**src/design/bounded_priority_ready_queue_defines.svh**
```systemverilog
// Assertion macros for the priority ready queue back end (bpq_back).
// Needs clk and arst_n in the scope where a macro is used.
`ifndef BOUNDED_PRIORITY_READY_QUEUE_DEFINES_SVH
`define BOUNDED_PRIORITY_READY_QUEUE_DEFINES_SVH
`ifndef SYNTHESIS
`define BPQ_ASSERT(lbl, prop) \
	lbl: assert property (@(posedge clk) disable iff (!arst_n) prop) \
	else $error("bpq assertion failed");
`define BPQ_ASSERT_NEXT(lbl, ante, cons) \
	lbl: assert property (@(posedge clk) disable iff (!arst_n) (ante) |=> (cons)) \
	else $error("bpq assertion failed");
`else
`define BPQ_ASSERT(lbl, prop)
`define BPQ_ASSERT_NEXT(lbl, ante, cons)
`endif
`endif

```
**src/design/bpq_pkg.sv**
```systemverilog
// Types, constants and helpers for the priority ready queue.
// No dependencies.
`timescale 1ns / 1ps
package bpq_pkg;
	localparam int CAPACITY = 16;
	localparam int IDX_W = $clog2(CAPACITY);
	localparam int CNT_W = $clog2(CAPACITY + 1);
	localparam int LEAVES = 1 << IDX_W;
	localparam int TAG_W = 8;
	localparam int PRI_W = 8;
	localparam int OCC_W = 5;

	typedef enum logic {
		OP_INSERT = 1'b0,
		OP_REMOVE = 1'b1
	} bpq_op_t;

	typedef enum logic {
		ST_IDLE,
		ST_REMOVE
	} bpq_state_t;

	typedef struct packed {
		logic [PRI_W-1:0] pri;
		logic [TAG_W-1:0] tag;
	} bpq_entry_t;

	typedef struct packed {
		logic             mode;
		logic [TAG_W-1:0] process_tag;
		logic [PRI_W-1:0] priority_req;
	} bpq_in_t;

	typedef struct packed {
		logic             accepted;
		logic [TAG_W-1:0] out_tag;
		logic [PRI_W-1:0] out_priority;
		logic [OCC_W-1:0] occupancy;
		logic             is_empty;
	} bpq_out_t;

	typedef struct packed {
		bpq_op_t    op;
		bpq_entry_t entry;
	} bpq_cmd_t;

	function automatic logic [OCC_W-1:0] occ_of(input logic [CNT_W-1:0] c);
		logic [CNT_W+OCC_W-1:0] w;
		w = (CNT_W + OCC_W)'(c);
		return w[OCC_W-1:0];
	endfunction
endpackage

```
**src/design/bpq_front.sv**
```systemverilog
// Front end: takes requests, decodes the operation and holds them in a
// two-entry queue toward the back end. Depends on bpq_pkg.
`timescale 1ns / 1ps
module bpq_front (
	input  logic              clk,
	input  logic              arst_n,
	input  logic              req_valid,
	output logic              req_ready,
	input  bpq_pkg::bpq_in_t  req_data,
	output logic              cmd_valid,
	input  logic              cmd_ready,
	output bpq_pkg::bpq_cmd_t cmd
);
	import bpq_pkg::*;

	bpq_cmd_t   slot_q [2];
	logic       wr_ptr_q;
	logic       rd_ptr_q;
	logic [1:0] fill_q;
	logic       push;
	logic       pop;
	bpq_cmd_t   cmd_in;

	assign req_ready = (fill_q != 2'd2);
	assign push      = req_valid && req_ready;
	assign cmd_valid = (fill_q != 2'd0);
	assign pop       = cmd_valid && cmd_ready;
	assign cmd       = slot_q[rd_ptr_q];

	always_comb begin
		cmd_in.op        = bpq_op_t'(req_data.mode);
		cmd_in.entry.tag = req_data.process_tag;
		cmd_in.entry.pri = req_data.priority_req;
	end

	always_ff @(posedge clk) begin
		if (push) begin
			slot_q[wr_ptr_q] <= cmd_in;
		end
	end

	always_ff @(posedge clk or negedge arst_n) begin
		if (!arst_n) begin
			wr_ptr_q <= 1'b0;
			rd_ptr_q <= 1'b0;
			fill_q   <= 2'd0;
		end else begin
			if (push) begin
				wr_ptr_q <= !wr_ptr_q;
			end
			if (pop) begin
				rd_ptr_q <= !rd_ptr_q;
			end
			fill_q <= fill_q + {1'b0, push} - {1'b0, pop};
		end
	end
endmodule

```
**src/design/bpq_argmax.sv**
```systemverilog
// Compare tree that finds the earliest entry of highest priority among the
// first count entries. Depends on bpq_pkg.
`timescale 1ns / 1ps
module bpq_argmax (
	input  bpq_pkg::bpq_entry_t [bpq_pkg::CAPACITY-1:0] entries,
	input  logic [bpq_pkg::CNT_W-1:0]                   count,
	output logic [bpq_pkg::IDX_W-1:0]                   best_idx,
	output bpq_pkg::bpq_entry_t                         best
);
	import bpq_pkg::*;

	logic             nv [IDX_W+1][LEAVES];
	bpq_entry_t       ne [IDX_W+1][LEAVES];
	logic [IDX_W-1:0] ni [IDX_W+1][LEAVES];
	logic             pick_b;

	always_comb begin
		nv = '{default: '0};
		ne = '{default: '0};
		ni = '{default: '0};
		pick_b = 1'b0;
		for (int k = 0; k < LEAVES; k++) begin
			ni[0][k] = IDX_W'(k);
			if (k < CAPACITY) begin
				nv[0][k] = (CNT_W'(k) < count);
				ne[0][k] = entries[k];
			end
		end
		for (int l = 0; l < IDX_W; l++) begin
			for (int k = 0; k < (LEAVES >> (l + 1)); k++) begin
				pick_b = nv[l][2*k+1] &&
					(!nv[l][2*k] || (ne[l][2*k+1].pri > ne[l][2*k].pri));
				nv[l+1][k] = nv[l][2*k] || nv[l][2*k+1];
				ne[l+1][k] = pick_b ? ne[l][2*k+1] : ne[l][2*k];
				ni[l+1][k] = pick_b ? ni[l][2*k+1] : ni[l][2*k];
			end
		end
	end

	assign best_idx = nv[IDX_W][0] ? ni[IDX_W][0] : '0;
	assign best     = ne[IDX_W][0];
endmodule

```
**src/design/bpq_back.sv**
```systemverilog
// Back end: entry store, occupancy count, remove sequencer and response
// register. Depends on bpq_pkg, bpq_argmax and the assertion macros.
`timescale 1ns / 1ps
`include "bounded_priority_ready_queue_defines.svh"
module bpq_back (
	input  logic              clk,
	input  logic              arst_n,
	input  logic              cmd_valid,
	output logic              cmd_ready,
	input  bpq_pkg::bpq_cmd_t cmd,
	output logic              rsp_valid,
	input  logic              rsp_ready,
	output bpq_pkg::bpq_out_t rsp_data
);
	import bpq_pkg::*;

	localparam logic [CNT_W-1:0] CAP_CNT = CNT_W'(CAPACITY);

	bpq_entry_t [CAPACITY-1:0] store_q;
	logic [CNT_W-1:0]          count_q;
	bpq_state_t                state_q;
	bpq_state_t                state_d;
	logic [IDX_W-1:0]          best_q;
	bpq_entry_t                chosen_q;
	logic                      rsp_valid_q;
	bpq_out_t                  rsp_q;

	logic [IDX_W-1:0] tree_idx;
	bpq_entry_t       tree_best;
	logic             out_free;
	logic             cmd_pop;
	logic             do_insert;
	logic             do_search;
	logic             do_shift;
	logic             rsp_load;
	bpq_out_t         rsp_d;
	logic [CNT_W-1:0] count_inc;
	logic [CNT_W-1:0] count_dec;

	bpq_argmax u_argmax (
		.entries  (store_q),
		.count    (count_q),
		.best_idx (tree_idx),
		.best     (tree_best)
	);

	assign out_free  = !rsp_valid_q || rsp_ready;
	assign count_inc = count_q + CNT_W'(1);
	assign count_dec = count_q - CNT_W'(1);
	assign cmd_ready = cmd_pop;
	assign rsp_valid = rsp_valid_q;
	assign rsp_data  = rsp_q;

	always_comb begin
		state_d = state_q;
		case (state_q)
			ST_IDLE: begin
				if (cmd_valid && out_free && (cmd.op == OP_REMOVE) && (count_q != '0)) begin
					state_d = ST_REMOVE;
				end
			end
			ST_REMOVE: begin
				if (out_free) begin
					state_d = ST_IDLE;
				end
			end
			default: state_d = ST_IDLE;
		endcase
	end

	always_comb begin
		cmd_pop   = 1'b0;
		do_insert = 1'b0;
		do_search = 1'b0;
		do_shift  = 1'b0;
		rsp_load  = 1'b0;
		rsp_d     = '0;
		case (state_q)
			ST_IDLE: begin
				if (cmd_valid && out_free) begin
					cmd_pop = 1'b1;
					case (cmd.op)
						OP_INSERT: begin
							rsp_load = 1'b1;
							if (count_q < CAP_CNT) begin
								do_insert       = 1'b1;
								rsp_d.accepted  = 1'b1;
								rsp_d.occupancy = occ_of(count_inc);
								rsp_d.is_empty  = 1'b0;
							end else begin
								rsp_d.occupancy = occ_of(count_q);
								rsp_d.is_empty  = (count_q == '0);
							end
						end
						OP_REMOVE: begin
							if (count_q == '0) begin
								rsp_load       = 1'b1;
								rsp_d.is_empty = 1'b1;
							end else begin
								do_search = 1'b1;
							end
						end
						default: cmd_pop = 1'b1;
					endcase
				end
			end
			ST_REMOVE: begin
				if (out_free) begin
					do_shift           = 1'b1;
					rsp_load           = 1'b1;
					rsp_d.accepted     = 1'b1;
					rsp_d.out_tag      = chosen_q.tag;
					rsp_d.out_priority = chosen_q.pri;
					rsp_d.occupancy    = occ_of(count_dec);
					rsp_d.is_empty     = (count_dec == '0);
				end
			end
			default: cmd_pop = 1'b0;
		endcase
	end

	always_ff @(posedge clk) begin
		if (do_insert) begin
			store_q[count_q[IDX_W-1:0]] <= cmd.entry;
		end
		if (do_shift) begin
			for (int i = 0; i < CAPACITY - 1; i++) begin
				if (IDX_W'(i) >= best_q) begin
					store_q[i] <= store_q[i+1];
				end
			end
		end
		if (do_search) begin
			best_q   <= tree_idx;
			chosen_q <= tree_best;
		end
		if (rsp_load) begin
			rsp_q <= rsp_d;
		end
	end

	always_ff @(posedge clk or negedge arst_n) begin
		if (!arst_n) begin
			state_q     <= ST_IDLE;
			count_q     <= '0;
			rsp_valid_q <= 1'b0;
		end else begin
			state_q <= state_d;
			if (do_insert) begin
				count_q <= count_inc;
			end else if (do_shift) begin
				count_q <= count_dec;
			end
			if (rsp_load) begin
				rsp_valid_q <= 1'b1;
			end else if (rsp_ready) begin
				rsp_valid_q <= 1'b0;
			end
		end
	end

	`BPQ_ASSERT(a_count_bound, count_q <= CAP_CNT)
	`BPQ_ASSERT(a_remove_nonempty, (state_q == ST_REMOVE) |-> (count_q != '0))
	`BPQ_ASSERT_NEXT(a_remove_done, (state_q == ST_REMOVE) && out_free, (state_q == ST_IDLE) && rsp_valid_q)
	`BPQ_ASSERT_NEXT(a_insert_grows, do_insert, count_q == CNT_W'($past(count_q) + CNT_W'(1)))
endmodule

```
**src/design/bounded_priority_ready_queue.sv**
```systemverilog
// Bounded priority ready queue of process entries, extract-max on remove.
// Request channel req_* carries mode, tag and priority; response channel rsp_*
// returns one response per request: accepted flag, removed tag and priority,
// occupancy and empty flag.
// An insert appends the entry when there is room, else it is dropped with
// accepted low. An insert response, or that of a remove on an empty queue, is
// registered when the back end takes its command. Throughput: inserts run at
// one per cycle while the response register is free. A remove on a non-empty
// queue registers the priority compare tree result in ST_IDLE, then in
// ST_REMOVE shifts the entry store and loads the response; no command is taken.
// A remove returns the earliest entry of highest priority and closes the gap;
// on an empty queue it returns accepted low.
// A two-entry request queue sits between the front and back ends, so requests
// keep being taken while a response waits. When the receiver holds rsp_ready
// low, the response holds, the back end stops, and req_ready drops once the
// request queue fills.
// Reset empties the queue and clears all valids; stored entries are not cleared.
// Depends on bpq_pkg, bpq_front, bpq_back.
`timescale 1ns / 1ps
module bounded_priority_ready_queue (
	input  logic              clk,
	input  logic              arst_n,
	input  logic              req_valid,
	output logic              req_ready,
	input  bpq_pkg::bpq_in_t  req_data,
	output logic              rsp_valid,
	input  logic              rsp_ready,
	output bpq_pkg::bpq_out_t rsp_data
);
	import bpq_pkg::*;

	logic     cmd_valid;
	logic     cmd_ready;
	bpq_cmd_t cmd;

	bpq_front u_front (
		.clk       (clk),
		.arst_n    (arst_n),
		.req_valid (req_valid),
		.req_ready (req_ready),
		.req_data  (req_data),
		.cmd_valid (cmd_valid),
		.cmd_ready (cmd_ready),
		.cmd       (cmd)
	);

	bpq_back u_back (
		.clk       (clk),
		.arst_n    (arst_n),
		.cmd_valid (cmd_valid),
		.cmd_ready (cmd_ready),
		.cmd       (cmd),
		.rsp_valid (rsp_valid),
		.rsp_ready (rsp_ready),
		.rsp_data  (rsp_data)
	);
endmodule
```
**config.mk**
```make
export PLATFORM = sky130hd
export DESIGN_NAME = bounded_priority_ready_queue
export DESIGN_NICKNAME = d
export VERILOG_FILES = /design/src/design/bpq_pkg.sv /design/src/design/bpq_front.sv /design/src/design/bpq_argmax.sv /design/src/design/bpq_back.sv /design/src/design/bounded_priority_ready_queue.sv
export VERILOG_INCLUDE_DIRS = /design/src /design/src/design
export SDC_FILE = /design/constraint.sdc
export NUM_CORES = 1
export LEC_CHECK = 0
export BUFFER_PORTS_ARGS = -buffer_cell sky130_fd_sc_hd__buf_2
export CAP_MARGIN = 20
export CORE_ASPECT_RATIO = 1.4
export CORE_MARGIN = 10
export CORE_UTILIZATION = 50
export DETAILED_ROUTE_END_ITERATION = 6
export PLACE_DENSITY_LB_ADDON = 0.12
export SYNTH_ARGS = -nofsm -noshare
export SYNTH_HDL_FRONTEND = slang
export SYNTH_SLANG_ARGS = --single-unit
```
**constraint.sdc**
```tcl
create_clock -name clk -period 10.9 [get_ports clk]
set_input_delay 1.635 -clock clk [delete_from_list [all_inputs] [get_ports clk]]
set_output_delay 1.635 -clock clk [all_outputs]
set_load 0.02 [all_outputs]
```
Word level (Yosys, flattened, before mapping)
Memories as Yosys holds them, arrays and structs flattened.
Index checks and enable logic that the tools add are counted.
{"block": "totals", "regBits": 310, "ramBits": 34, "in_bits": 21, "output_inout_bits": 25, "elab_cells": 262, "n_memories": 1}
{"memory": "u_front.slot_q", "depth": 2, "width": 17, "rd": 1, "rd_ports_with_merged_regs": 0, "write_ports": 1, "line": "bpq_front.sv:16", "text": "bpq_cmd_t slot_q [2];"}
{"block": "classes", "addsub": 4, "magnitude_cmp": 49, "eq_ne": 1, "n_mux": 82, "bitwise_logic": 2, "reduce_logical": 77}
{"op": "2-to-1 mux 16 bit", "count": 31}
{"op": "2-to-1 mux 240 bit", "count": 2}
{"op": "bitwise mux 256 bit", "count": 1}
{"op": "> comparator 8 bit", "count": 15}
{"op": "demux 16 bit (select 4 bit)", "count": 1}
{"op": "< comparator 4 x 5 -> 1 bit (first input constant)", "count": 8}
{"op": "logical OR 1 bit", "count": 31}
{"op": ">= comparator 4 bit (first input constant)", "count": 7}
{"op": "2-to-1 mux 1 bit", "count": 28}
{"op": "2-to-1 mux 23 bit", "count": 1}
{"op": "logical AND 1 bit", "count": 21}
{"op": "< comparator 3 x 5 -> 1 bit (first input constant)", "count": 4}
{"op": "zero test 1 bit", "count": 18}
{"op": ">= comparator 3 x 4 -> 1 bit (first input constant)", "count": 4}
{"op": "2-to-1 mux 5 bit", "count": 3}
{"op": "2-to-1 mux 6 bit", "count": 2}
{"op": "case mux 6 bit (2 select lines)", "count": 1}
{"op": "zero test 5 bit", "count": 2}
{"op": "< comparator 1 x 5 -> 1 bit (first input constant)", "count": 2}
{"op": "< comparator 2 x 5 -> 1 bit (first input constant)", "count": 2}
{"op": "case mux 1 bit (2 select lines)", "count": 5}
{"op": ">= comparator 1 x 4 -> 1 bit (first input constant)", "count": 2}
{"op": ">= comparator 2 x 4 -> 1 bit (first input constant)", "count": 2}
{"op": "2-to-1 mux 2 bit", "count": 4}
{"op": "14 further kinds", "count": 18}

Logic depth before layout (Yosys ltp)
Gate-level depths: netlist (run 1).
{"block": "depth", "ltp_word": 17, "ltp_mapped": 45, "ltp_nobuf": 41}

Hierarchy
A second synthesis (run 1) with hierarchy kept.
{"block": "unflattened", "cells_unflattened": 2400, "area_unflattened_um2": 19932.9}
{"mod": "bpq_back", "n_inst": 1, "cells_each": 1526, "area_per_inst_um2": 12535.8, "seq_area_each_um2": 6751.5}
{"mod": "bpq_argmax", "n_inst": 1, "cells_each": 799, "area_per_inst_um2": 5949.5, "seq_area_each_um2": 0.0}
{"mod": "bpq_front", "n_inst": 1, "cells_each": 75, "area_per_inst_um2": 1447.6, "seq_area_each_um2": 1121.1}

Worst setup path after synthesis (run 1)
Ideal clock, no wire load.
{"block": "synth_timing", "path_type": "flip-flop to flip-flop", "from": "register u_back.store_q[105] (netlist bit)", "to": "register u_back.chosen_q[12] (netlist bit), data pin", "setup_ps": 272, "t_arrival_ps": 7291, "required_ps": 10628, "setup_slack_ps": 3336, "stages_incl_launch_ff": 43, "n_path_buf": 3, "period_less_slack_ps": 7564, "path_cell_list": "dfxtp_1 inv_1 ha_1 nor2b_1 o21a_1 o21a_1 o21ai_0 nand2_1 clkbuf_1 o21ai_0 ha_1 a21o_1 a21o_1 a211oi_1 a21oi_1 mux2i_1 a211o_1 clkbuf_1 (+7 left out) a21oi_1 and3_1 a21o_2 o21ai_1 a21boi_1 ha_1 o21a_1 o21ai_0 nand2b_1 a21oi_1 o21ai_0 o21ai_0 o21ai_0 o21ai_1 inv_1 clkbuf_1 a31oi_1 a22oi_2"}
{"item": "start, declared", "line": "bpq_back.sv:19", "text": "bpq_entry_t [CAPACITY-1:0] store_q;"}
{"item": "start signal, assigned by index", "line": "bpq_back.sv:124", "text": "store_q[count_q[IDX_W-1:0]] <= cmd.entry;"}
{"item": "start signal, assigned by index", "line": "bpq_back.sv:129", "text": "store_q[i] <= store_q[i+1];"}
{"item": "end signal, assigned", "line": "bpq_back.sv:135", "text": "chosen_q <= tree_best;"}
{"item": "end, declared", "line": "bpq_back.sv:24", "text": "bpq_entry_t chosen_q;"}

==> qor.yml, run 1 <==
root_buffer: "clkbuf_16"
grt_use_total_pct: 25.21
rsz0062_at_grt: "false"
ctsHoldBuffers: 0
drt-pass1-iter-count: 6
cts_made_buffers: 38
status: "finished, final reports clean"
worst_setup_path_end_kind: "register"
yosys.area_share.adder_pct: 7.648
maxCapViolCount: 0
critPathTopFamily: "compound AO/OA/AOI/OAI gates"
crit_arrival_ns: 9.79
syn_to_final_growth_pct: 11.29
syn-instance-count: 2438
hold_viol: 0
syn_avg_cell_area_um2: 8.173
fp.dieW_um: 188.7
antenna_found_initial: 1
final_cell_mix: "nand2_1, a21oi_1, o21ai_0"
hpwl_mm: 45.74
grt_pass1_vias: 16434
grt_max_degree: 33
cpPeakStageDelay_ns: 0.99
hold_class: "register to register"
core-area_um2: 39380
routedWlPerCell_um: 21.02
start_util_pct: 50.60
stdcell_area_um2: 22180
multi_input_area_um2: 11120
grt-ovfl-total: 0
synth-compound-area-share_pct: 21.30
yosys_warnings: 0
final_common_cell: "nand2_1"
startpoint_type: "register"
htree_levels: 2
post-cts-setup-buffer-count: 0
row_count: 86
cts_sinks: 344
dieHeight_um: 256.2
seq_area_um2: 7873
nNetsFinal: 2553
finalMaxSlewViolations: 0
synth_edf_count: 93
num_io_pins: 46
clkLatencyLatePin_ns: 0.55
ys_ff_latch: 344
ys_types: 86
setup_tns_ns: 0
placed_cells: 2893
fin_hold_ws_ns: 0.4731
num_antenna_cells: 0
cts_tree: "done"
synth-async-reset-ratio_pct: 3.198
ant_nets: 0
gp_congestion: 0.9521
crit_required_ns: 11.19
fmax_mhz: 105.3
instances_no_fill: 2969
drt-initial-drc-count: 1478
post_cts_resized: 0
critPathMaxFanout: 31
grt_pass1_wl_mm: 96.32
ys.flop_type: "dfxtp_1"
path_class: "register to register"
cts.path.max_buffers: 3
dr_total_vias: 17320
drc: 0
max_slew.worst_pin.slew_ns: 1.098
fill_cells: 3670
final_layout_size_suffix_gt1_share_pct: 11.35
slowest_stage: "dfrtp_1"
min_period_over_period_pct: 87.14
placement.cell_area_um2: 20790
synth_top_family_by_area: "compound AO/OA/AOI/OAI gates"
period_minus_slack_ns: 9.499
drt_wl_total_mm: 62.41
setup_viol: 0
crit_buf_inv: 3
synth_xor_area_share_pct: 0.4835
synthMuxAreaShare_pct: 9.908
port_buffers: 45
fin_skew_ns: 0.01851
syn-num-nets: 2579
vias_per_cell: 5.834
dieArea_um2: 48350
synth_seq_area_share_pct: 39.51
synth-simple-area-share_pct: 15.21
relSlewSlack_pct: 25.21
synth.cell_area_um2: 19930
clk_pin_slew_ns: 0.07
cells in the mapped netlist, drive strengths merged (27+ instances only):
master / number / area share, %
nand2: 339 / 6.4
o21ai: 331 / 8.3
a21oi: 276 / 7.1
nor2: 261 / 5.0
dfxtp: 240 / 24
mux2i: 139 / 7.1
inv: 135 / 2.5
clkbuf: 133 / 2.5
ha: 120 / 7.5
edfxtp: 93 / 14
mux2: 48 / 2.8
buf: 31 / 0.89
nand3: 27 / 0.68
worst min-delay path, stage by stage (launching register included):
cell	delay (ns)
dfxtp_1	0.32
nand2_1	0.05
o21ai_1	0.05
layer usage:
layer | routed length [µm] | up-vias | GRT usage (%)
met5 | 0 | - | 0
li1 | - | 8453 | -
met2 | 29050 | 558 | 40.47
met3 | 3844 | 137 | 3.151
met1 | 26750 | 8172 | 33.12
met4 | 2775 | 0 | 11.64
stage by stage:
stage          utilization (%)  setup WS, ns
2_1_floorplan                -         3.336
3_3_place_gp             52.53         1.395
3_5_place_dp             52.79         1.161
4_1_cts                  55.92         1.122
5_1_grt                  56.31        0.4284
6_report                 56.31         1.401
registers in the layout, indices dropped and copies added (netlist names):
register,cells
u_back.best_q,4
u_front.slot_q,34
u_front.wr_ptr_q,1
u_back.state_q,1
u_back.count_q,5
u_back.chosen_q,16
u_back.rsp_valid,1
u_back.store_q,256
u_front.rd_ptr_q,1
u_front.fill_q,2
u_back.rsp_data,23
cells by family (layout without fill, tap and decap cells):
group,count (synthesis),count (layout)
AO/OA/AOI/OAI,750,750
AND/OR/NAND/NOR,725,725
flip-flops,344,344
buffers and inverters,299,302
multiplexers,187,187
adder cells (fa/ha/maj),122,122
XOR/XNOR,11,11
final timing paths:
path	from	end	slack, ns	depth (start not counted)
setup / recovery	u_back.count_q[4]	u_back.chosen_q[5]	1.40	34
hold / removal	u_back.store_q[109]	u_back.store_q[93]	0.47	2
setup reg to reg	u_back.count_q[4]	u_back.chosen_q[5]	1.40	34
hold reg to reg	u_back.store_q[109]	u_back.store_q[93]	0.47	2
max in group asynchronous	arst_n	u_back.count_q[1]	9.68	1
min in group asynchronous	arst_n	u_back.rsp_valid	0.98	1
area by class of cell:
type	instances	share of cell area, %
clock buffers	50	4.824
clock inverters	19	0.7335
inverters	135	2.285
multi-input cells	1795	50.15
flip-flops and latches	344	35.50
well taps	528	2.979
repair buffers	98	3.532
Power of run 1 is not shown: default switching activity piles up to over one toggle a cycle in this logic, so the estimate is an artifact.
==> run 2: changes to the inputs <==
==> constraint.sdc (replaced) <==
create_clock -name clk -period 10.9 [get_ports clk]
set_input_delay 0.545 -clock clk [delete_from_list [all_inputs] [get_ports clk]]
set_output_delay 0.545 -clock clk [all_outputs]
set_load 0.02 [all_outputs]
==> qor.yml, run 2 (synthesis results as in run 1) <==
path_class: "register to register"
routedWlPerCell_um: 21.00  # -0.11%
startpoint_type: "register"
hpwl_mm: 45.74  # unchanged
worst_setup_path_end_kind: "register"
top_layer: "met4"
root_buffer: "clkbuf_16"
drt-pass1-iter-count: 5  # -1
hold_viol: 0  # unchanged
slowest_stage: "dfrtp_1"
core-area_um2: 39380  # unchanged
post-place-ws_ns: 1.161  # unchanged
maxCapViolCount: 0  # unchanged
fin_skew_ns: 0.02169  # +0.003174 ns
relSlewSlack_pct: 25.38  # +0.17 points
crit_required_ns: 11.18  # about the same
drt_wl_total_mm: 62.36  # about the same
postLayoutCoreUtil_pct: 56.34  # about the same
grt_pass1_vias: 16440  # +0.037%
row_count: 86  # unchanged
min_period_over_period_pct: 86.91  # -0.23 points
fmax_mhz: 105.6  # +0.27%
setup_viol: 0  # unchanged
crit_buf_inv: 3  # unchanged
port_buffers: 45  # unchanged
cts_tree: "done"
fill_cells: 3667  # -0.082%
dr_wl_met2_mm: 29.12  # +0.24%
grt_use_total_pct: 25.21  # unchanged
num_io_pins: 46  # unchanged
dr_total_vias: 17287  # -0.19%
final_cell_mix: "nand2_1, a21oi_1, o21ai_0"
num_antenna_cells: 0  # unchanged
cpPeakStageDelay_ns: 0.98  # about the same
grt_pass1_wl_mm: 96.33  # about the same
critPathTopFamily: "compound AO/OA/AOI/OAI gates"
drt-initial-drc-count: 1494  # +1.1%
met3_length_mm: 3.761  # -2.2%
final_common_cell: "nand2_1"
htree_levels: 2  # unchanged
vias_per_cell: 5.821  # -0.22%
clk_pin_slew_ns: 0.07  # about the same
antenna_found_initial: 1  # unchanged
rsz0062_at_grt: "false"
clkLatencyLatePin_ns: 0.55  # about the same
period_minus_slack_ns: 9.473  # -0.02514 ns
nNetsFinal: 2554  # +0.039%
drt-met1-wl_mm: 26.73  # about the same
dieHeight_um: 256.2  # unchanged
crit_arrival_ns: 9.76  # -0.03 ns
final_layout_size_suffix_gt1_share_pct: 11.34  # about the same
ant_nets: 0  # unchanged
hold_class: "primary input to register"
dieArea_um2: 48350  # unchanged
cts_sinks: 344  # unchanged
crit-reg2reg-launch: "u_back.count_q[4]"
min_from: "req_data[2]"
grt-ovfl-total: 0  # unchanged
setup_tns_ns: 0  # unchanged
start_util_pct: 50.60  # unchanged
top_register: "u_back.store_q"
status: "finished, final reports clean"
largest_reg_flops: 256  # unchanged
syn_to_final_growth_pct: 11.34  # about the same
setup_slack_ns: 1.427  # +0.02514 ns
finalMaxSlewViolations: 0  # unchanged
grt_max_degree: 33  # unchanged
fp.dieW_um: 188.7  # unchanged
critPathMaxFanout: 31  # unchanged
startpoint: "u_back.count_q[4]"
drc: 0  # unchanged
cts.path.max_buffers: 3  # unchanged
cts_made_buffers: 38  # unchanged
gp_congestion: 0.9521  # unchanged
max_slew.worst_pin.slew_ns: 1.096  # -0.002490 ns
==> run 2: cell types whose count changed in the layout (fill, tap and decap cells not counted) <==
| cell | previous run | this run |
|---|---|---|
| dlygate4sd3_1 | 0 | 1 |
==> run 2: final cells by class <==
type                            instances  area (µm²)  share of cell area (%)
Clock buffer                           50        1070                   4.822
Clock inverter                         19       162.7                  0.7331
Inverter                              135       506.7                   2.284
Multi-Input combinational cell       1795       11120                   50.12
Sequential cell                       344        7873                   35.48
Timing Repair Buffer                   99       793.3                   3.575
Tap cell                              528       660.6                   2.978
==> run 2: path summary, 6_finish.rpt <==
check	slack, ns	cells past startpoint	to
worst min register to register	0.47	2	u_back.store_q[93]
worst max-delay path	1.43	34	u_back.chosen_q[5]
max in group asynchronous	10.22	2	u_back.count_q[1]
worst max register to register	1.43	34	u_back.chosen_q[5]
worst min-delay path	0.18	1	u_front.slot_q[0][10]
min in group asynchronous	0.43	2	u_back.count_q[3]
==> run 2: worst reg2reg max path, delay by kind of cell, from the launching register on <==
kind                       cells  cell delay [ns]
buffers and inverters          3             0.78
DFF                            1             0.98
AOI/OAI and AO/OA             22             5.19
adders and majority gates      3             0.96
and+or+nand+nor                5             1.01
muxes                          1             0.30
==> run 2: routing by layer <==
metal  global-route usage, %  vias up
met3                   3.151      140
met4                   11.64        0
li1                        -     8457
met5                       0        -
met1                   33.12     8172
met2                   40.47      518
==> run 2: stage by stage <==
step / hold WS (ns) / instances / area, µm²
detailed placement: 0.4518 / 2893 / 20790
global placement: 0.4482 / 2887 / 20690
global route: 0.1752 / 2970 / 22190
floorplan: 0.2494 / 2438 / 19930
CTS: 0.1634 / 2963 / 22030
finish: 0.1808 / 2970 / 22190
==> run 2: repair_timing <==
action / CTS / global route
endpoints found under the hold margin: 11 / 0
setup buffers: 0 / 0
hold buffers: 1 / 0
resized for setup: 0 / 0
Power of run 2 is left out for the same reason.
